--- src/mrrt_pkg.sv ---
// Shared types, constants and codes for the memory region refcount table.
package mrrt_pkg;

    localparam int ENTRIES  = 64;
    localparam int REF_BITS = 16;
    localparam int IDX_W    = $clog2(ENTRIES);
    localparam int CNT_W    = IDX_W + 1;

    localparam logic [REF_BITS-1:0] REF_MAX = {REF_BITS{1'b1}};
    localparam logic [REF_BITS-1:0] REF_ONE = REF_BITS'(1);

    typedef enum logic [1:0] {
        CMD_REG   = 2'd0,
        CMD_DEREG = 2'd1,
        CMD_GET   = 2'd2,
        CMD_FIND  = 2'd3
    } cmd_t;

    typedef enum logic [2:0] {
        ST_OK        = 3'd0,
        ST_NOT_FOUND = 3'd1,
        ST_BUSY      = 3'd2,
        ST_FULL      = 3'd3,
        ST_SAT       = 3'd4
    } status_t;

    typedef enum logic [1:0] {
        S_IDLE,
        S_SCAN,
        S_DECIDE
    } state_t;

    typedef struct packed {
        cmd_t        cmd;
        logic [63:0] addr;
        logic [63:0] length;
        logic [31:0] region_id;
    } req_t;

    typedef struct packed {
        status_t     status;
        logic [31:0] out_id;
        logic [63:0] out_base;
        logic [63:0] out_length;
        logic        replaced;
        logic [31:0] replaced_id;
        logic        released;
    } rsp_t;

    // One table entry as stored in the entry memory
    typedef struct packed {
        logic [31:0]         id;
        logic [63:0]         base;
        logic [63:0]         len;
        logic [REF_BITS-1:0] refs;
    } ent_t;

    localparam int ENT_W = $bits(ent_t);

    // Running result of one scan over the table
    typedef struct packed {
        logic             hit;
        logic [IDX_W-1:0] hit_idx;
        ent_t             hit_ent;
        logic             cont;
        ent_t             cont_ent;
        logic             free;
        logic [IDX_W-1:0] free_idx;
    } scan_res_t;

endpackage

--- src/mrrt_scan.sv ---
// Compare unit that folds one table entry per cycle, while eval is high, into the scan result.
module mrrt_scan (
    input  logic                     clk,
    input  logic                     rst_n,
    input  logic                     start,
    input  logic                     eval,
    input  logic [mrrt_pkg::IDX_W-1:0] idx,
    input  logic                     ent_valid,
    input  mrrt_pkg::ent_t           ent,
    input  mrrt_pkg::req_t           key,
    output mrrt_pkg::scan_res_t      res
);
    import mrrt_pkg::*;

    logic             hit_reg, hit_next;
    logic [IDX_W-1:0] hit_idx_reg, hit_idx_next;
    ent_t             hit_ent_reg, hit_ent_next;
    logic             cont_reg, cont_next;
    ent_t             cont_ent_reg, cont_ent_next;
    logic             free_reg, free_next;
    logic [IDX_W-1:0] free_idx_reg, free_idx_next;

    logic        key_match;
    logic [64:0] diff;
    logic        contains;
    logic        better;

    // Key compare: id for get, base address otherwise
    assign key_match = ent_valid &&
                       ((key.cmd == CMD_GET) ? (ent.id == key.region_id)
                                             : (ent.base == key.addr));

    // Containment: no borrow means addr >= base, then offset below length
    assign diff     = {1'b0, key.addr} - {1'b0, ent.base};
    assign contains = ent_valid && !diff[64] && (diff[63:0] < ent.len);
    assign better   = contains && (!cont_reg || (ent.id < cont_ent_reg.id));

    // Fold the entry into the running result, keeping the first hit and free slot and the lowest-id container
    always_comb
    begin
        hit_next      = hit_reg;
        hit_idx_next  = hit_idx_reg;
        hit_ent_next  = hit_ent_reg;
        cont_next     = cont_reg;
        cont_ent_next = cont_ent_reg;
        free_next     = free_reg;
        free_idx_next = free_idx_reg;
        if (start)
        begin
            hit_next  = 1'b0;
            cont_next = 1'b0;
            free_next = 1'b0;
        end
        else if (eval)
        begin
            if (key_match && !hit_reg)
            begin
                hit_next     = 1'b1;
                hit_idx_next = idx;
                hit_ent_next = ent;
            end
            if (better)
            begin
                cont_next     = 1'b1;
                cont_ent_next = ent;
            end
            if (!ent_valid && !free_reg)
            begin
                free_next     = 1'b1;
                free_idx_next = idx;
            end
        end
    end

    // Hold the flags under reset
    always_ff @(posedge clk or negedge rst_n)
    begin
        if (!rst_n)
        begin
            hit_reg  <= 1'b0;
            cont_reg <= 1'b0;
            free_reg <= 1'b0;
        end
        else
        begin
            hit_reg  <= hit_next;
            cont_reg <= cont_next;
            free_reg <= free_next;
        end
    end

    // Payload of the scan result
    always_ff @(posedge clk)
    begin
        hit_idx_reg  <= hit_idx_next;
        hit_ent_reg  <= hit_ent_next;
        cont_ent_reg <= cont_ent_next;
        free_idx_reg <= free_idx_next;
    end

    assign res.hit      = hit_reg;
    assign res.hit_idx  = hit_idx_reg;
    assign res.hit_ent  = hit_ent_reg;
    assign res.cont     = cont_reg;
    assign res.cont_ent = cont_ent_reg;
    assign res.free     = free_reg;
    assign res.free_idx = free_idx_reg;

endmodule

--- config.mk ---
export PLATFORM = sky130hd
export DESIGN_NAME = mrrt_scan
export DESIGN_NICKNAME = d
export VERILOG_FILES = /design/src/mrrt_pkg.sv /design/src/mrrt_scan.sv
export SDC_FILE = /design/constraint.sdc
export NUM_CORES = 1
export LEC_CHECK = 0
export BUFFER_PORTS_ARGS = -buffer_cell sky130_fd_sc_hd__buf_2
export CORE_AREA = 2 2 275 277
export DETAILED_ROUTE_END_ITERATION = 7
export DIE_AREA = 0 0 277 279
export GPL_ROUTABILITY_DRIVEN = 0
export PLACE_DENSITY_LB_ADDON = 0.05
export SLEW_MARGIN = 20
export SYNTH_ARGS = -nofsm -noshare
export SYNTH_HDL_FRONTEND = slang
export SYNTH_SLANG_ARGS = --single-unit
--- constraint.sdc ---
create_clock -name clk -period 14.35 [get_ports clk]
set_clock_uncertainty 0.05 [all_clocks]
set_input_delay 1.435 -clock clk [delete_from_list [all_inputs] [get_ports clk]]
set_output_delay 1.435 -clock clk [all_outputs]
set_load 0.05 [all_outputs]
## Word level (Yosys, flattened, before mapping)

Cells that the tools add are included.

| word-level totals | value |
|---|---|
| register bits after elaboration | 367 |
| bits in latches | 0 |
| memory bits (writable) | 0 |
| bits in read-only memories | 0 |
| bits of input ports | 349 |
| output and inout bits | 367 |
| word-level logic and storage cells | 52 |
| memories kept | 0 |

| cells by class | value |
|---|---|
| add/sub/neg operators | 1 |
| $mul | 0 |
| div/mod/pow operators | 0 |
| magnitude comparators | 2 |
| equal/unequal tests | 3 |
| shifts and indexed selects | 0 |
| muxes and demuxes | 10 |
| bitwise operators | 1 |
| reduce and logical (&&, ||, !) cells | 22 |

Operator list:

| operator | number |
|---|---|
| subtractor 64 x 64 -> 65 bit | 1 |
| equality test 64 bit | 1 |
| less-than comparator 64 bit | 1 |
| equality test 32 bit | 1 |
| less-than comparator 32 bit | 1 |
| 2-to-1 mux 1 bit | 10 |
| AND reduction 3 bit | 3 |
| nonzero test 2 bit | 4 |
| logical AND 1 bit | 6 |
| AND reduction 2 bit | 3 |
| zero test 1 bit | 5 |
| equality test 2 bit, second input constant | 1 |
| logical OR 1 bit | 1 |
| inverter 1 bit | 1 |

## Logic depth before layout (Yosys ltp)

| depth | value |
|---|---|
| depth in word-level cells | 8 |
| mapped depth | 23 |
| gate-level depth less buffers | 23 |

## Least setup slack after synthesis

No wires, ideal clock.

| timing | value |
|---|---|
| path type | input-to-reg |
| from | input port ent[81] (netlist bit) |
| to | register cont_ent_reg, in the netlist res[100] (enable) |
| setup time | 975 ps |
| arrival time | 17,797 ps |
| data required time | 13,325 ps |
| path slack | -4,472 ps |
| stages on the path | 20 |
| cells stage by stage | inv_1 -> ha_1 -> nor2b_1 -> o31a_4 -> o2111ai_2 -> o221a_4 -> o21a_4 -> o41ai_4 -> a31oi_1 -> mux2i_1 -> o311ai_1 -> ha_1 -> a21o_1 -> a21o_1 -> a21oi_1 -> o22ai_1 -> a211o_1 -> a211oi_1 -> nand4_1 -> a211oi_1 |

| between the ends | value |
|---|---|
| cells in the longest elaborated chain, start to end | 6 |
| elaborated cells between the ends (all ways) | 7 |
| classes of those cells | add/sub (1); order compare (1); reduce/logical (5) |

RTL lines:

| what | RTL line | text |
|---|---|---|
| from (decl) | mrrt_scan.sv:9 | `input mrrt_pkg::ent_t ent,` |
| subtractor 64 x 64 -> 65 bit (*) | mrrt_scan.sv:34 | `assign diff = {1'b0, key.addr} - {1'b0, ent.base};` |
| branches (longest 2 deep; another with less-than comparator 64 bit) | n/a |  |
| logical AND 1 bit (*) | mrrt_scan.sv:35 | `assign contains = ent_valid && !diff[64] && (diff[63:0] < ent.len);` |
| logical AND 1 bit (*) | mrrt_scan.sv:36 | `assign better = contains && (!cont_reg \|\| (ent.id < cont_ent_reg.id));` |
| AND reduction 3 bit (no line) (*) | n/a |  |
| to (signal assigned) | mrrt_scan.sv:97 | `cont_ent_reg <= cont_ent_next;` |
| to (decl) | mrrt_scan.sv:19 | `ent_t cont_ent_reg, cont_ent_next;` |

Mark *: on every way between the ends.
A chain may end at the register's enable or synchronous reset.

## Worst setup path after layout

| timing | value |
|---|---|
| from | input port key[96] (netlist bit) |
| to | register cont_ent_reg, in the netlist res[36] (enable) |

| between the ends | value |
|---|---|
| cells in the longest elaborated chain, start to end | 6 |
| elaborated cells between the ends (all ways) | 7 |
| classes of those cells | add/sub (1); order compare (1); reduce/logical (5) |

RTL lines:

| what | RTL line | text |
|---|---|---|
| from (decl) | mrrt_scan.sv:10 | `input mrrt_pkg::req_t key,` |
| subtractor 64 x 64 -> 65 bit (*) | mrrt_scan.sv:34 |  |
| branches (longest 2 deep; another with less-than comparator 64 bit) | n/a |  |
| logical AND 1 bit (*) | mrrt_scan.sv:35 |  |
| logical AND 1 bit (*) | mrrt_scan.sv:36 |  |
| AND reduction 3 bit (no line) (*) | n/a |  |

Marks and branches as above.

==> impl_results.md <==
* Status: completed
* H-tree depth at 2
* Total gr overflow at 0
* Rel. slew slack at 0.366
* Final period util at 0.511
* Routing usage on met3 at 0.0466
* Port bufs at 651
* # fillers at around 7.7k
* Final worst slack at around 7.0 ns
* Final #Nets at roughly 2.6k
* Synth area leaders: edfxtp_1, ha_1, inv_1, xnor2_1, a21oi_1
* Antenna violations before repair at 12
* Mapped Area at about 0.018 sq mm
* Final Power at approximately 2.7 mW
* Layout area overhead at 32.3%
* Sw Ratio at 0.266
* Internal at about 2 mW
* Pwr Density at around 120 mW/mm^2
* CTS tree: built
* Reg clk slew, reported paths at 0.06 ns
* Core box area at roughly 0.074 sq mm
* Reg-to-reg slack, setup at between 10 and 15 ns
* Reg-to-reg critical path startpoint: res[164]$_DFFE_PP_
* Post-layout minimum cycle time at roughly 7.3 ns
* Clock sinks at roughly 370
* Vias at about 13k
* Clk_lat worst skew at roughly 0.57 ns
* Cell count after synthesis at between 1k and 1.5k
* Initial core utilization at 0.242
* FFs w/ async S/R, synth at 0.00817
* Yosys top cell area share at 0.609
* Max-cap violation count at 0
* Die height at around 280 um
* Net Sw Power at between 700 and 800 uW
* Placed Instance Area at ~0.022 sq mm
* Crit path kind: in -> reg
* Worst vdd ir at 74.3 uV
* Post-route setup TNS at 0 ns
* Placed cells at just under 3k
* # setup viols final at 0
* Crit. Startpoint: key[96]
* Sequential share of the synthesized area at 0.613
* Startpoint Class: input pin
* Wire length of the first global-routing pass at ~93 mm
* Num CTS Buffers at between 40 and 50
* Critical Path End: res[36]$_DFFE_PP_
* WHS at 0.496 ns
* R2R cell count at 11
* Avg Inst Size Synth at 13.0 sq um
* Sequential Area at 0.0110 sq mm
* Clk root buf: clkbuf_16
* Yosys reg bits at about 370
* DR iter-0 viols at approximately 640
* Pre-CTS setup slack at 6.07 ns
* Critical R2R Capture: res[36]$_DFFE_PP_
* Critical path arrival at between 7 and 8 ns
* Finished Cell Area at approximately 0.024 sq mm
* Die ar. at between 0.07 and 0.08 sq mm
* Clock Power Share at 0.396
* Routed Antenna Nets at 0
* DR WL/cell at 20.9 um
* Hold-fix buffers, CTS at 0
* Die X at 277 um
* Busiest grt layer: met2
* WP data required at 14.48 ns
* Crit path capture type: flop
* Total Wirelength at about 64 mm
* Multi-input logic area at 0.00617 sq mm
* Max Clk Rate at between 0.1 and 0.15 GHz
* Dpl hpwl at 52.0 mm
* Final std cells w/o fill at just over 3k
* Most common cell in the netlist: edfxtp_1
* Post-CTS Setup Bufs at 0
* Boundary Pins at between 700 and 800
* Largest net degree at the start of global routing at 134
* Vias/cell at 4.36
* Vias in the first global route at between 10k and 15k
* M1 GR Usage at 0.190
* Predominant post-synthesis flop cell: edfxtp_1
* DRC Markers at 0
* Max reg flops at 352
* Net count after synthesis at approximately 1.9k
* Met2 usage at 0.287
* Sequential power share at 0.437
* GRT Resource Usage Total at 0.161
* Post-cts sizing count at 0
* Final slew viol count at 0
* Synth top cells by count: edfxtp_1, inv_1, ha_1
* Core Rows at 100
* Worst hold path type: reg -> reg
* Pre-antenna DRT Iters at 5
* Yosys top cell by area: edfxtp_1
* Final hold vios at 0
* Core Util, Final at 0.321
* Synth warnings at 0
* Netlist cell types at 71
* Share of post-route cells with drive strength above 1 at 0.362
* Maximum clock insertion buffer count at 3
* Critical path fanouts, max at 133
* Post-synth EDFFs at 364
* Least-Margin Pin Slew at 0.951 ns
* LEAKAGE at 10.3 nW
* RSZ-0062 raised after global routing: false
* Gate power share at 0.167
==> kinds of logic (layout without fill, tap and decap cells) <==
| family | count (synthesis) | count (layout) | synth area share |
|---|---|---|---|
| other | 0 | 4 | 0 |
| adder cells (fa/ha/maj) | 159 | 159 | 0.111 |
| AO/OA/AOI/OAI | 306 | 306 | 0.115 |
| buffers and inverters | 200 | 906 | 0.0437 |
| flip-flops | 367 | 367 | 0.613 |
| XOR/XNOR | 91 | 91 | 0.0444 |
| multiplexers | 2 | 2 | 0.00112 |
| AND/OR/NAND/NOR | 251 | 251 | 0.0711 |
==> placed cells by master, fill, tap and decap left out, types with 44 or more instances in the layout <==
cell        n
inv_1     170
buf_2     651
nand4_1    47
nand2_1    68
o21ai_0    50
nor2_1     44
edfxtp_1  364
ha_1      158
a21oi_1   100
xnor2_1    66
a21o_1     60
==> power by group through the flow <==
stage	logic (mW)	clock network, mW	registers [mW]
2_1_floorplan	0.258	0	1.26
3_3_place_gp	0.459	0	1.22
3_5_place_dp	0.461	0	1.22
4_1_cts	0.464	1.12	1.19
5_1_grt	0.512	1.16	1.20
6_report	0.455	1.08	1.19
==> critical path, cell delays in order <==
cell and delay (ns):
buf_2 0.09, inv_1 0.04, ha_1 0.17, inv_1 0.06, fa_1 0.40, a21o_1 0.21
a221oi_2 0.47, o21bai_1 0.11, a21oi_1 0.38, o21a_1 0.28, o31ai_2 0.14, a21oi_2 0.40
o2111a_1 0.26, nor3_1 0.06, ha_1 0.19, a21oi_1 0.14, nor2b_1 0.05, o21ai_0 0.24
o211ai_1 0.24, a211o_1 0.33, a211oi_1 0.48, nand4_1 0.23, a211oi_4 0.27, buf_12 0.53
==> layout make-up <==
class | count | share of cell area
multi-input cells | 809 | 0.260
diodes | 4 | 0.000422
inverters | 170 | 0.0269
repair buffers | 658 | 0.140
well taps | 969 | 0.0511
clock inverters | 28 | 0.0116
flip-flops and latches | 367 | 0.464
clock buffers | 50 | 0.0464
==> how the worst min path moves through the flow <==
stage                    startpoint  slack (ns)                   end  depth (start not counted)
2_1_floorplan  free_reg$_DFFE_PN0P_        0.43  free_reg$_DFFE_PN0P_                          1
3_3_place_gp   free_reg$_DFFE_PN0P_        0.48  free_reg$_DFFE_PN0P_                          1
3_5_place_dp   free_reg$_DFFE_PN0P_        0.49  free_reg$_DFFE_PN0P_                          1
4_1_cts        free_reg$_DFFE_PN0P_        0.50  free_reg$_DFFE_PN0P_                          1
5_1_grt        free_reg$_DFFE_PN0P_        0.52  free_reg$_DFFE_PN0P_                          1
6_report       free_reg$_DFFE_PN0P_        0.50  free_reg$_DFFE_PN0P_                          1
==> layer usage <==
metal,part of all wire,up-vias,routed length [um]
li1,-,6442,-
met5,0.0013,-,81
met3,0.071,69,4530
met4,0.017,14,1080
met1,0.41,6353,26000
met2,0.50,454,32100
Note: power is estimated with default switching activity, not from simulation.
