--- src/mrrt_ram.sv ---
// Generic single-write, single-read RAM with registered read data.
module mrrt_ram #(
    parameter int WIDTH = 8,
    parameter int DEPTH = 2
) (
    input  logic                     clk,
    input  logic                     we,
    input  logic [$clog2(DEPTH)-1:0] waddr,
    input  logic [WIDTH-1:0]         wdata,
    input  logic                     re,
    input  logic [$clog2(DEPTH)-1:0] raddr,
    output logic [WIDTH-1:0]         rdata
);

    logic [WIDTH-1:0] mem [DEPTH];
    logic [WIDTH-1:0] rdata_reg;

    // Write port
    always_ff @(posedge clk)
    begin
        if (we)
        begin
            mem[waddr] <= wdata;
        end
    end

    // Registered read port
    always_ff @(posedge clk)
    begin
        if (re)
        begin
            rdata_reg <= mem[raddr];
        end
    end

    assign rdata = rdata_reg;

endmodule

--- config.mk ---
export PLATFORM = sky130hd
export DESIGN_NAME = mrrt_ram
export DESIGN_NICKNAME = d
export VERILOG_FILES = /design/src/mrrt_ram.sv
export SDC_FILE = /design/constraint.sdc
export NUM_CORES = 1
export LEC_CHECK = 0
export BUFFER_PORTS_ARGS = -buffer_cell sky130_fd_sc_hd__buf_2
export CORE_AREA = 2 2 45 47
export DETAILED_ROUTE_END_ITERATION = 10
export DIE_AREA = 0 0 47 49
export PLACE_DENSITY_LB_ADDON = 0.05
export SETUP_SLACK_MARGIN = 0.3
export SYNTH_ARGS = -nofsm -noshare
export SYNTH_HDL_FRONTEND = slang
export SYNTH_SLANG_ARGS = --single-unit
--- constraint.sdc ---
create_clock -name clk -period 1.05 [get_ports clk]
set_clock_uncertainty 0.1 [all_clocks]
set_input_delay 0.0525 -clock clk [delete_from_list [all_inputs] [get_ports clk]]
set_output_delay 0.0525 -clock clk [all_outputs]
set_load 0.01 [all_outputs]
* Yosys cells after proc, flatten, opt, wreduce, memory -nomap -nowiden
Memory sizes are Yosys's and may differ from the RTL's. A register that Yosys moved wholly into a read port is not among the register bits.
Index checks and enable logic that the tools add are counted.
** Storage, ports and cells
- Flip-flop bits (word level) :: 0
- RAM bits :: 16
- Bits of input ports :: 13
- Output and inout port bits :: 8
- Word-level logic and storage cells :: 3
- Memories kept :: 1
** Operators by class
- Mux-type cells :: 2
** Memories
- mem :: depth 2, bits a word 8, read ports 1, clocked after Yosys merged registers in 1, write ports 1, RTL line 15 : logic [WIDTH-1:0] mem [DEPTH];
** Operator list (count)
- 2-to-1 mux 1 bit :: 2

* Logic depth before layout (Yosys ltp)
Gate-level depths: netlist (run 1).
- Depth after elaboration :: 2
- Mapped depth :: 2
- Mapped depth without buffers :: 1

* Worst setup path after synthesis (run 1)
OpenSTA, ideal clock, no wires.
- Path type :: register -> register
- From :: memory mem[0][0]
- To :: register rdata_reg[0], in the netlist rdata[0], read port of mem (data pin)
- Library setup time :: 260 ps
- Arrival time :: 590 ps
- Required time :: 690 ps
- Slack :: 100 ps
- Cell stages (with the launch flop) :: 2
- Buffers on the path :: 0
- Clock period less this slack :: 950 ps
- Cells stage by stage :: edfxtp_1 -> mux2_4
** RTL lines
- start, declared :: RTL line 15
- end, declared :: RTL line 16 : logic [WIDTH-1:0] rdata_reg;
No word-level cell between the ends.

* Worst setup path in the final report (run 1)
- From :: memory mem[0][5]
- To :: register rdata_reg[5], in the netlist rdata[5], read port of mem (data pin)
No word-level cell between the ends.

==> flow_summary.rst, run 1 <==
.. list-table::
   :header-rows: 1

   * - Metric
     - Value
   * - Placed cell areas
     - 995 µm²
   * - Register area share after synthesis
     - 0.834
   * - Synth Register Bits
     - 24
   * - Result of the run
     - complete, but fails checks
   * - Vias in the first global route
     - 455
   * - Total power consumption of the routed design
     - 1670 µW
   * - Final std cell area, no fill
     - 1100 µm²
   * - Worst hold-check slack
     - -11.9 ps
   * - CTS tree
     - built
   * - Worst path required time
     - between 1000 and 1500 ps
   * - Most common library cell in the layout ignoring fill and taps
     - sky130_fd_sc_hd__edfxtp_1
   * - Kind of start point of the critical path
     - flip-flop
   * - Leading cell types in the layout, fill and taps excluded
     - 24 x sky130_fd_sc_hd__edfxtp_1, 20 x sky130_fd_sc_hd__buf_2, 8 x sky130_fd_sc_hd__mux2_4, 8 x sky130_fd_sc_hd__dlygate4sd3_1, 3 x sky130_fd_sc_hd__clkbuf_4
   * - P_leak
     - 0.000430 µW
   * - Number of antenna violations at the first check in global routing
     - 0
   * - Count of warnings emitted by yosys
     - 0
   * - Final nets
     - 80
   * - Site Rows
     - 16
   * - Share of post-route cells with drive strength above 1
     - 0.492
   * - Clock sink count
     - 24
   * - Total routing resource utilization after global routing
     - 0.113
   * - Final HPWL from detailed placement
     - 854 µm
   * - Die Footprint
     - 2300 µm²
   * - Total overflow reported by the global router
     - 0
   * - Cell Pwr Density
     - around 1500 nW/µm²
   * - Count of max-cap constraint violations
     - 0
   * - Area growth from synthesis to layout
     - 26.9%
   * - Crit-path max FO
     - 1
   * - Routed vias/inst
     - about 4.5
   * - Placeable core region
     - 1840 µm²
   * - Number of I/O port buffers
     - 20
   * - Post-Syn Nets
     - 48
   * - Count of inserted antenna diode cells
     - 0
   * - Violations in the final reports
     - hold timing
   * - Final Routed Wirelength
     - ~1.1 mm
   * - Detailed-route wire length per cell
     - approximately 12 µm
   * - Summed instance area of the synthesized netlist
     - approximately 860 µm²
   * - Unrepaired setup endpoints after global routing
     - yes
   * - Dpl ws
     - 36.0 ps
   * - Number of remaining DRC errors
     - 0
   * - Final hold viol count
     - 8
   * - Total negative slack
     - 0 ps
   * - Setup violation total in the final timing report
     - 0
   * - Largest net degree at the start of global routing
     - 13
   * - Post-route ant nets
     - 0
   * - Highest Clock Rate
     - 1000 MHz
   * - Worst-case register-to-register setup slack
     - 50 ps
   * - Type of element capturing the critical path
     - flip-flop
   * - Die Y
     - approximately 49 µm
   * - Final Cycle Share
     - 0.949
   * - Crit-path max cell delay
     - 390 ps
   * - Total via count after detailed routing
     - approximately 410
   * - Count of hold buffers inserted by post-cts repair
     - 8
   * - Average cell area after synthesis
     - 24.7 µm²
   * - CP bufs+invs
     - 0
   * - Number of different library cells in the post-synthesis netlist
     - 5
   * - Number of placed I/O pins
     - 21
   * - Transition time of the tightest slew-check pin
     - between 300 and 400 ps
   * - Setup repair bufs after CTS
     - 0
   * - Root buf cell
     - sky130_fd_sc_hd__clkbuf_4
   * - Flip-flop count of the largest register, all copies and words added
     - 16
   * - Setup slack after layout
     - 53.3 ps
   * - Arrival time of the worst setup path
     - 960 ps
   * - Cell with the largest stage delay on the worst path
     - sky130_fd_sc_hd__edfxtp_1
   * - Crit-path leading delay family
     - flip-flops
   * - Worst-case clock buffer depth
     - 2
   * - Floorplan die width
     - about 47 µm
   * - Initial drt markers
     - 0
   * - Number of levels in the clock H-tree
     - 1
   * - Max-slew violation total from the final report
     - 0
   * - Initial core utilization
     - 0.469
   * - Wire length of the first global-routing pass
     - roughly 1.8 mm
   * - VDD IR max
     - 0.000901 V
   * - DR pass1 iterations
     - 1
   * - Number of clock buffers inserted by TritonCTS
     - 3
   * - Crit Path Class
     - flip-flop to flip-flop
   * - Clock Latency Late Sink
     - 290 ps
   * - Clk slew on worst S/H paths
     - between 100 and 150 ps
   * - Time the worst path needs with I/O delays and setup
     - roughly 1000 ps
   * - Post-Synthesis Cells
     - 35
   * - Worst min-delay path class
     - input port to flip-flop
   * - Weighted congestion reported at the end of routability-driven placement
     - between 0.6 and 0.7
   * - Crit-path cells
     - mux2_4
   * - Headroom to the max-slew limit
     - 0.737
kinds of logic (layout without fill, tap and decap cells):
group,after synthesis,in the layout,share of synthesized area
simple gates,2,2,0.0145
mux,8,8,0.139
flops,24,24,0.834
buf+inv,1,31,0.0130
path summary, 6_finish.rpt:
kind | from | endpoint | cells past startpoint
hold reg to reg | mem[0][2] | rdata[2] | 1
setup / recovery | mem[0][5] | rdata[5] | 1
hold / removal | re | rdata[2] | 1
setup reg to reg | mem[0][5] | rdata[5] | 1
cell usage after synthesis:
cell                        n  area share
sky130_fd_sc_hd__mux2_4     8        0.14
sky130_fd_sc_hd__edfxtp_1  24        0.83
sky130_fd_sc_hd__and2_1     1      0.0072
sky130_fd_sc_hd__nor2b_1    1      0.0072
sky130_fd_sc_hd__buf_6      1       0.013
routing by layer:
| metal | vias to the layer above | GRT usage | share of wire |
|---|---|---|---|
| met4 | 0 | 0.0556 | 0 |
| met1 | 196 | 0.135 | 0.40 |
| met2 | 18 | 0.183 | 0.52 |
| met5 | - | 0 | 0 |
| met3 | 0 | 0.0259 | 0.072 |
| li1 | 199 | - | - |
report_power, final:
part	internal (µW)	total (µW)	switching [µW]
logic	94.3	160	65.3
clock network	134	369	236
registers	1130	1150	15.6
stage by stage:
stage                     std cells   util
after floorplan                  35      -
after global placement           81  0.540
after detailed placement         81  0.540
after CTS                        92  0.596
after global routing             92  0.596
final                            92  0.596
area by class of cell:
type	count	area (µm²)
clock buffer	3	22.5
fill	157	744
timing repair buffer	28	180
multi-input combinational	10	140
tap	27	33.8
sequential	24	721
repair_timing:
item / CTS / global route
endpoints found under the hold margin: 32 / 16
setup endpoints to repair: 16 / 16
gates cloned: 0 / 0
gates resized for setup: 0 / 0
(Power assumes the default switching activity.)
==> inputs of run 2 (changes only) <==
--- a/config.mk
+++ b/config.mk
@@ -10,7 +10,7 @@
 export DETAILED_ROUTE_END_ITERATION = 10
 export DIE_AREA = 0 0 47 49
 export PLACE_DENSITY_LB_ADDON = 0.05
-export SETUP_SLACK_MARGIN = 0.3
+export SETUP_SLACK_MARGIN = 0.2
 export SYNTH_ARGS = -nofsm -noshare
 export SYNTH_HDL_FRONTEND = slang
 export SYNTH_SLANG_ARGS = --single-unit
==> run 2 against run 1 <==
Effect of this change:
- the flow still finishes with violations (hold timing)
- sequential share of layout area is 0.37 points lower
- core utilization is 0.34 points higher
- first-iteration DRC count is the same
- clock power up 7.0%
- global-route usage increased by 1.7 points
- sequential cell count unchanged
- critical path depth did not move
- final area rose by 0.57%
- non-clock buffer count up 1
- largest cell class unchanged
==> flow_summary.rst, run 2 (synthesis gave the netlist of run 1 again) <==
.. list-table::
   :header-rows: 1

   * - Metric
     - Value
   * - Violations in the final reports
     - hold timing
   * - Unrepaired setup endpoints after global routing
     - yes
   * - Clock sink count
     - 24 (unchanged)
   * - Crit Path Class
     - flip-flop to primary output
   * - Die Footprint
     - 2300 µm² (unchanged)
   * - Max-slew violation total from the final report
     - 0 (unchanged)
   * - Combined area of the multi-input logic cells
     - 135 µm² (-3.6%)
   * - Worst hold-check slack
     - -8.37 ps (+3.54 ps)
   * - Clk slew on worst S/H paths
     - 130 ps (+20 ps)
   * - Site Rows
     - 16 (unchanged)
   * - Worst path required time
     - 900 ps (-110 ps)
   * - Time the worst path needs with I/O delays and setup
     - 1010 ps (+10.7 ps)
   * - CP bufs+invs
     - 1 (+1)
   * - VDD IR max
     - 0.000999 V (+11%)
   * - Setup slack after layout
     - 42.7 ps (-10.7 ps)
   * - Clock Latency Late Sink
     - 310 ps (+20 ps)
   * - Routed vias/inst
     - 4.50 (+0.24%)
   * - Clock Power Share
     - 0.232 (+0.012)
   * - Total overflow reported by the global router
     - 0 (unchanged)
   * - Number of placed I/O pins
     - 21 (unchanged)
   * - Floorplan die width
     - 47 µm (unchanged)
   * - Number of levels in the clock H-tree
     - 1 (unchanged)
   * - # placed instances
     - 82 (+1.2%)
   * - Vias in the first global route
     - 467 (+2.6%)
   * - Crit-path cells
     - buf_2
   * - Crit-path max cell delay
     - 400 ps (about the same)
   * - Wire length of the first global-routing pass
     - 2.00 mm (+11%)
   * - Initial core utilization
     - 0.469 (unchanged)
   * - Final nets
     - 81 (+1.3%)
   * - Reg power frac
     - 0.673 (-0.011)
   * - Cell with the largest stage delay on the worst path
     - sky130_fd_sc_hd__edfxtp_1
   * - Placed cell areas
     - 997 µm² (+0.25%)
   * - Number of resized instances in the post-cts repair step
     - 0 (unchanged)
   * - Die Y
     - 49 µm (unchanged)
   * - FF-to-FF End
     - rdata[1]
   * - Flip-flop count of the largest register, all copies and words added
     - 16 (unchanged)
   * - Fill cell count
     - 147 (-6.4%)
   * - Count of max-cap constraint violations
     - 0 (unchanged)
   * - Final hold viol count
     - 4 (-4)
   * - R2R cell count
     - 1 (unchanged)
   * - Final HPWL from detailed placement
     - 884 µm (+3.4%)
   * - Share of post-route cells with drive strength above 1
     - 0.493 (about the same)
   * - Number of antenna violations at the first check in global routing
     - 0 (unchanged)
   * - Hold Path Sink
     - rdata[4]
   * - Cells on Worst Hold Path
     - 1 (unchanged)
   * - Worst min-delay path class
     - input port to flip-flop
   * - P_leak
     - 0.000433 µW (+0.62%)
   * - Weighted congestion reported at the end of routability-driven placement
     - 0.683 (-0.47%)
   * - Start of the worst register-to-register path
     - mem[1][1]
   * - Cell Pwr Density
     - 1540 nW/µm² (+1.1%)
   * - Initial drt markers
     - 0 (unchanged)
   * - Worst-case register-to-register setup slack
     - 50 ps (about the same)
   * - Number of clock buffers inserted by TritonCTS
     - 3 (unchanged)
   * - Setup repair bufs after CTS
     - 0 (unchanged)
   * - Final Routed Wirelength
     - 1.26 mm (+10%)
   * - Result of the run
     - complete, but fails checks
   * - Final Cycle Share
     - 0.959 (+0.0101)
   * - Leading cell types in the layout, fill and taps excluded
     - 24 x sky130_fd_sc_hd__edfxtp_1, 20 x sky130_fd_sc_hd__buf_2, 8 x sky130_fd_sc_hd__mux2_4, 8 x sky130_fd_sc_hd__dlygate4sd3_1, 3 x sky130_fd_sc_hd__clkbuf_4
   * - Worst-case clock buffer depth
     - 2 (unchanged)
   * - Transition time of the tightest slew-check pin
     - 359 ps (-35.2 ps)
   * - DR pass1 iterations
     - 1 (unchanged)
   * - Number of I/O port buffers
     - 20 (unchanged)
   * - Crit-path max FO
     - 1 (unchanged)
   * - Root buf cell
     - sky130_fd_sc_hd__clkbuf_4
   * - Setup violation total in the final timing report
     - 0 (unchanged)
   * - Type of element capturing the critical path
     - primary output
   * - Number of remaining DRC errors
     - 0 (unchanged)
   * - Arrival time of the worst setup path
     - 850 ps (-110 ps)
   * - Crit-path leading delay family
     - flip-flops
   * - Detailed-route wire length per cell
     - 13.4 µm (+8.0%)
   * - Most common library cell in the layout ignoring fill and taps
     - sky130_fd_sc_hd__edfxtp_1
   * - Launch point of the worst hold path
     - re
   * - Area growth from synthesis to layout
     - 27.6%
   * - Number of cells in the finished layout apart from fillers
     - 94 (+2.2%)
   * - Total via count after detailed routing
     - 423 (+2.4%)
   * - Headroom to the max-slew limit
     - 0.761 (+0.0235)
   * - Proportion of total power due to net switching
     - 0.199 (+0.00991)
   * - Dpl ws
     - 48.1 ps (+12.1 ps)
   * - Levels on crit path
     - 1 (unchanged)
   * - Highest Clock Rate
     - 993 MHz (-1.1%)
   * - Count of hold buffers inserted by post-cts repair
     - 8 (unchanged)
   * - Count of inserted antenna diode cells
     - 0 (unchanged)
   * - Largest net degree at the start of global routing
     - 14 (+1)
   * - Placeable core region
     - 1840 µm² (unchanged)
   * - CTS tree
     - built
   * - Post-route ant nets
     - 0 (unchanged)
   * - Fraction of power consumed by combinational cells
     - 0.095 (about the same)
   * - Total routing resource utilization after global routing
     - 0.130 (+0.0172)
   * - Sw Pwr
     - 339 µW (+7.0%)
   * - Kind of start point of the critical path
     - flip-flop
   * - Final std cell area, no fill
     - 1100 µm² (+0.57%)
   * - Internal power summed over all cells
     - 1360 µW (+0.45%)
   * - Flip-flop and latch area
     - 721 µm² (unchanged)
-- run 2: worst max-delay path by stage --
stage,startpoint,endpoint
floorplan,mem[0][0],rdata[0]
global placement,raddr,rdata[5]
detailed placement,raddr,rdata[7]
CTS,rdata[3],rdata[3]
global route,rdata[5],rdata[5]
finish,rdata[4],rdata[4]
-- run 2: power by group through the flow --
stage / Sequential, µW / Combinational (µW) / Clock, µW
2_1_floorplan: 1180 / 66.2 / 0
3_3_place_gp: 1160 / 134 / 0
3_5_place_dp: 1170 / 141 / 0
4_1_cts: 1150 / 164 / 403
5_1_grt: 1150 / 176 / 458
6_report: 1150 / 161 / 395
-- run 2: metrics by stage --
stage / util / power, µW / hold slack (ps) / TNS (ps)
final: 0.599 / 1700 / -8.37 / 0
after global routing: 0.599 / 1790 / -36.8 / -36.8
after CTS: 0.599 / 1720 / -11.6 / 0
after detailed placement: 0.541 / 1310 / 145 / 0
after global placement: 0.541 / 1300 / 141 / 0
after floorplan: - / 1250 / 51.4 / 0
-- run 2: final cells by class --
type | instances | share of cell area
clock buffers | 3 | 0.0204
repair buffers | 29 | 0.170
multi-input cells | 10 | 0.122
clock inverters | 1 | 0.00340
well taps | 27 | 0.0306
flip-flops and latches | 24 | 0.653
-- run 2: layer usage --
layer / vias to the layer above / wire [µm] / GRT usage
li1: 205 / - / -
met1: 197 / 457 / 0.131
met2: 19 / 723 / 0.228
met3: 2 / 67 / 0.0333
met4: 0 / 15 / 0.0694
met5: - / 0 / 0
-- run 2: timing repair --
item / CTS / global route
pin swaps: 0 / 0
endpoints found under the setup margin: 16 / 16
hold endpoints to repair: 24 / 8
==> inputs of run 3 (changes only) <==
--- a/config.mk
+++ b/config.mk
@@ -6,10 +6,11 @@
 export NUM_CORES = 1
 export LEC_CHECK = 0
 export BUFFER_PORTS_ARGS = -buffer_cell sky130_fd_sc_hd__buf_2
-export CORE_AREA = 2 2 45 47
+export CORE_AREA = 2 2 47 49
 export DETAILED_ROUTE_END_ITERATION = 10
-export DIE_AREA = 0 0 47 49
+export DIE_AREA = 0 0 49 51
 export PLACE_DENSITY_LB_ADDON = 0.05
+export RECOVER_POWER = 25
 export SETUP_SLACK_MARGIN = 0.2
 export SYNTH_ARGS = -nofsm -noshare
 export SYNTH_HDL_FRONTEND = slang
==> constraint.sdc (replaced) <==
create_clock -name clk -period 0.9 [get_ports clk]
set_clock_uncertainty 0.1 [all_clocks]
set_input_delay 0.09 -clock clk [delete_from_list [all_inputs] [get_ports clk]]
set_output_delay 0.09 -clock clk [all_outputs]
set_load 0.01 [all_outputs]
==> run 3 against run 2 <==
Effect of this change:
- the flow finishes with violations (hold timing, setup timing)
- combinational power about the same
- first-iteration DRC count up 4
- clock power up 11%
- worst hold slack worse by 120 ps
- global-route usage down 3.5 points
- critical path type unchanged
- critical endpoint is now rdata[6]
- largest cell class unchanged
==> flow_summary.rst, run 3 (synthesis gave the netlist of run 1 again) <==
.. list-table::
   :header-rows: 1

   * - Metric
     - Value
   * - Result of the run
     - complete, but fails checks
   * - Violations in the final reports
     - hold timing, setup timing
   * - Levels on crit path
     - 1 (unchanged)
   * - Site Rows
     - 17 (+1)
   * - Number of antenna violations at the first check in global routing
     - 0 (unchanged)
   * - Area growth from synthesis to layout
     - 17.8%
   * - Setup violation total in the final timing report
     - 16 (+16)
   * - Initial core utilization
     - 0.419 (-0.0504)
   * - Placeable core region
     - 2060 µm² (+12%)
   * - Largest net degree at the start of global routing
     - 13 (-1)
   * - Fill cell count
     - 182 (+24%)
   * - Final nets
     - 72 (-11%)
   * - Initial drt markers
     - 4 (+4)
   * - Unrepaired setup endpoints after global routing
     - yes
   * - Flip-flop count of the largest register, all copies and words added
     - 16 (unchanged)
   * - Cell Pwr Density
     - 1900 nW/µm² (+23%)
   * - CP bufs+invs
     - 1 (unchanged)
   * - Detailed-route wire length per cell
     - 12.4 µm (-7.4%)
   * - Worst path required time
     - 710 ps (-190 ps)
   * - Share of post-route cells with drive strength above 1
     - 0.544 (+0.0513)
   * - Final Routed Wirelength
     - 1.06 mm (-16%)
   * - Crit-path cells
     - buf_2
   * - Kind of start point of the critical path
     - flip-flop
   * - Weighted congestion reported at the end of routability-driven placement
     - 0.631 (-7.6%)
   * - Floorplan die width
     - 49 µm (+4.3%)
   * - Headroom to the max-slew limit
     - 0.832 (+0.0716)
   * - Highest Clock Rate
     - between 900 and 1000 MHz
   * - Count of max-cap constraint violations
     - 0 (unchanged)
   * - Worst-case clock buffer depth
     - 2 (unchanged)
   * - Final hold viol count
     - 16 (+12)
   * - Crit-path max FO
     - 1 (unchanged)
   * - Total routing resource utilization after global routing
     - 0.0950 (-0.0347)
   * - Setup repair bufs after CTS
     - 0 (unchanged)
   * - Leading cell types in the layout, fill and taps excluded
     - 24 x sky130_fd_sc_hd__edfxtp_1, 18 x sky130_fd_sc_hd__buf_2, 8 x sky130_fd_sc_hd__mux2_4, 3 x sky130_fd_sc_hd__clkbuf_4, 2 x sky130_fd_sc_hd__clkbuf_1
   * - Clock Latency Late Sink
     - 300 ps (about the same)
   * - Number of levels in the clock H-tree
     - 1 (unchanged)
   * - Die Footprint
     - 2500 µm² (+8.5%)
   * - Worst min-delay path class
     - input port to flip-flop
   * - Transition time of the tightest slew-check pin
     - 251 ps (-107 ps)
   * - Wire length of the first global-routing pass
     - 1.69 mm (-16%)
   * - Worst hold-check slack
     - -132 ps (-124 ps)
   * - Number of placed I/O pins
     - 21 (unchanged)
   * - Time the worst path needs with I/O delays and setup
     - 1020 ps
   * - Number of clock buffers inserted by TritonCTS
     - 3 (unchanged)
   * - Final Cycle Share
     - 1.13
   * - Total overflow reported by the global router
     - 0 (unchanged)
   * - Cells on Worst Hold Path
     - 1 (unchanged)
   * - VDD IR max
     - 0.00106 V (+6.2%)
   * - Clk slew on worst S/H paths
     - 110 ps (-20 ps)
   * - Die Y
     - 51 µm (+4.1%)
   * - Crit-path max cell delay
     - 380 ps (-20 ps)
   * - Routed vias/inst
     - 4.51 (+0.13%)
   * - DR pass1 iterations
     - 3 (+2)
   * - Total negative slack
     - -1570 ps (-1570 ps)
   * - P_leak
     - 0.000393 µW (-9.2%)
   * - Utilization after layout
     - 0.494 (-0.106)
   * - Vias in the first global route
     - 424 (-9.2%)
   * - Number of remaining DRC errors
     - 0 (unchanged)
   * - Total via count after detailed routing
     - 383 (-9.5%)
   * - Number of I/O port buffers
     - 20 (unchanged)
   * - Clock sink count
     - 24 (unchanged)
   * - Flip-flop and latch area
     - 721 µm² (unchanged)
   * - Most common library cell in the layout ignoring fill and taps
     - sky130_fd_sc_hd__edfxtp_1
   * - Count of inserted antenna diode cells
     - 0 (unchanged)
   * - Type of element capturing the critical path
     - primary output
   * - Dpl ws
     - -128 ps (-176 ps)
   * - Placed cell areas
     - 998 µm² (+0.13%)
   * - Combined area of the multi-input logic cells
     - 143 µm² (+5.6%)
   * - Setup slack after layout
     - -121 ps (-164 ps)
   * - Arrival time of the worst setup path
     - 830 ps (-20 ps)
   * - R2R cell count
     - 1 (unchanged)
   * - Crit Path Class
     - flip-flop to primary output
   * - Final std cell area, no fill
     - 1020 µm² (-7.7%)
   * - Root buf cell
     - sky130_fd_sc_hd__clkbuf_4
   * - Crit-path leading delay family
     - flip-flops
   * - Post-route ant nets
     - 0 (unchanged)
   * - Cell with the largest stage delay on the worst path
     - sky130_fd_sc_hd__edfxtp_1
   * - CTS tree
     - built
   * - Max-slew violation total from the final report
     - 0 (unchanged)
==> run 3: cell count changes in the layout (fill, tap and decap cells not counted) <==
cell	previous run	this run
sky130_fd_sc_hd__buf_4	1	0
sky130_fd_sc_hd__clkinv_1	1	0
sky130_fd_sc_hd__dlygate4sd3_1	8	0
sky130_fd_sc_hd__nor2b_4	0	1
sky130_fd_sc_hd__buf_2	20	18
sky130_fd_sc_hd__clkbuf_1	0	2
sky130_fd_sc_hd__nor2b_2	1	0
sky130_fd_sc_hd__and2_1	1	0
sky130_fd_sc_hd__and2_4	0	1
==> run 3: final timing paths <==
path	start	end	slack, ps
min reg2reg	mem[0][4]	rdata[4]	460
max reg2reg	mem[0][1]	rdata[1]	-100
max	rdata[6]	rdata[6]	-120
min	wdata[3]	mem[1][3]	-130
==> run 3: layer usage <==
layer | global-route usage | wire [µm] | up-vias
li1 | - | - | 182
met1 | 0.0911 | 402 | 178
met2 | 0.169 | 543 | 21
met3 | 0.0234 | 90 | 2
met4 | 0.0857 | 22 | 0
met5 | 0 | 0 | -
==> run 3: layout make-up <==
type | instances | share of cell area
well taps | 28 | 0.0344
repair buffers | 20 | 0.0958
flip-flops and latches | 24 | 0.708
clock buffers | 3 | 0.0221
multi-input cells | 10 | 0.140
==> run 3: report_power, final <==
part / switching (µW) / internal, µW
Combinational: 69.9 / 88.4
Clock: 281 / 156
Sequential: 19.5 / 1320
==> run 3: per-stage QoR <==
stage          power (µW)  cells
5_1_grt              2010     85
4_1_cts              1970     85
2_1_floorplan        1460     35
3_3_place_gp         1520     82
6_report             1930     85
3_5_place_dp         1530     82
==> run 3: what timing repair did <==
item,in CTS,in global routing
hold endpoints to repair,16,16
resized for setup,0,0
setup endpoints to repair,16,16
cloned,0,0
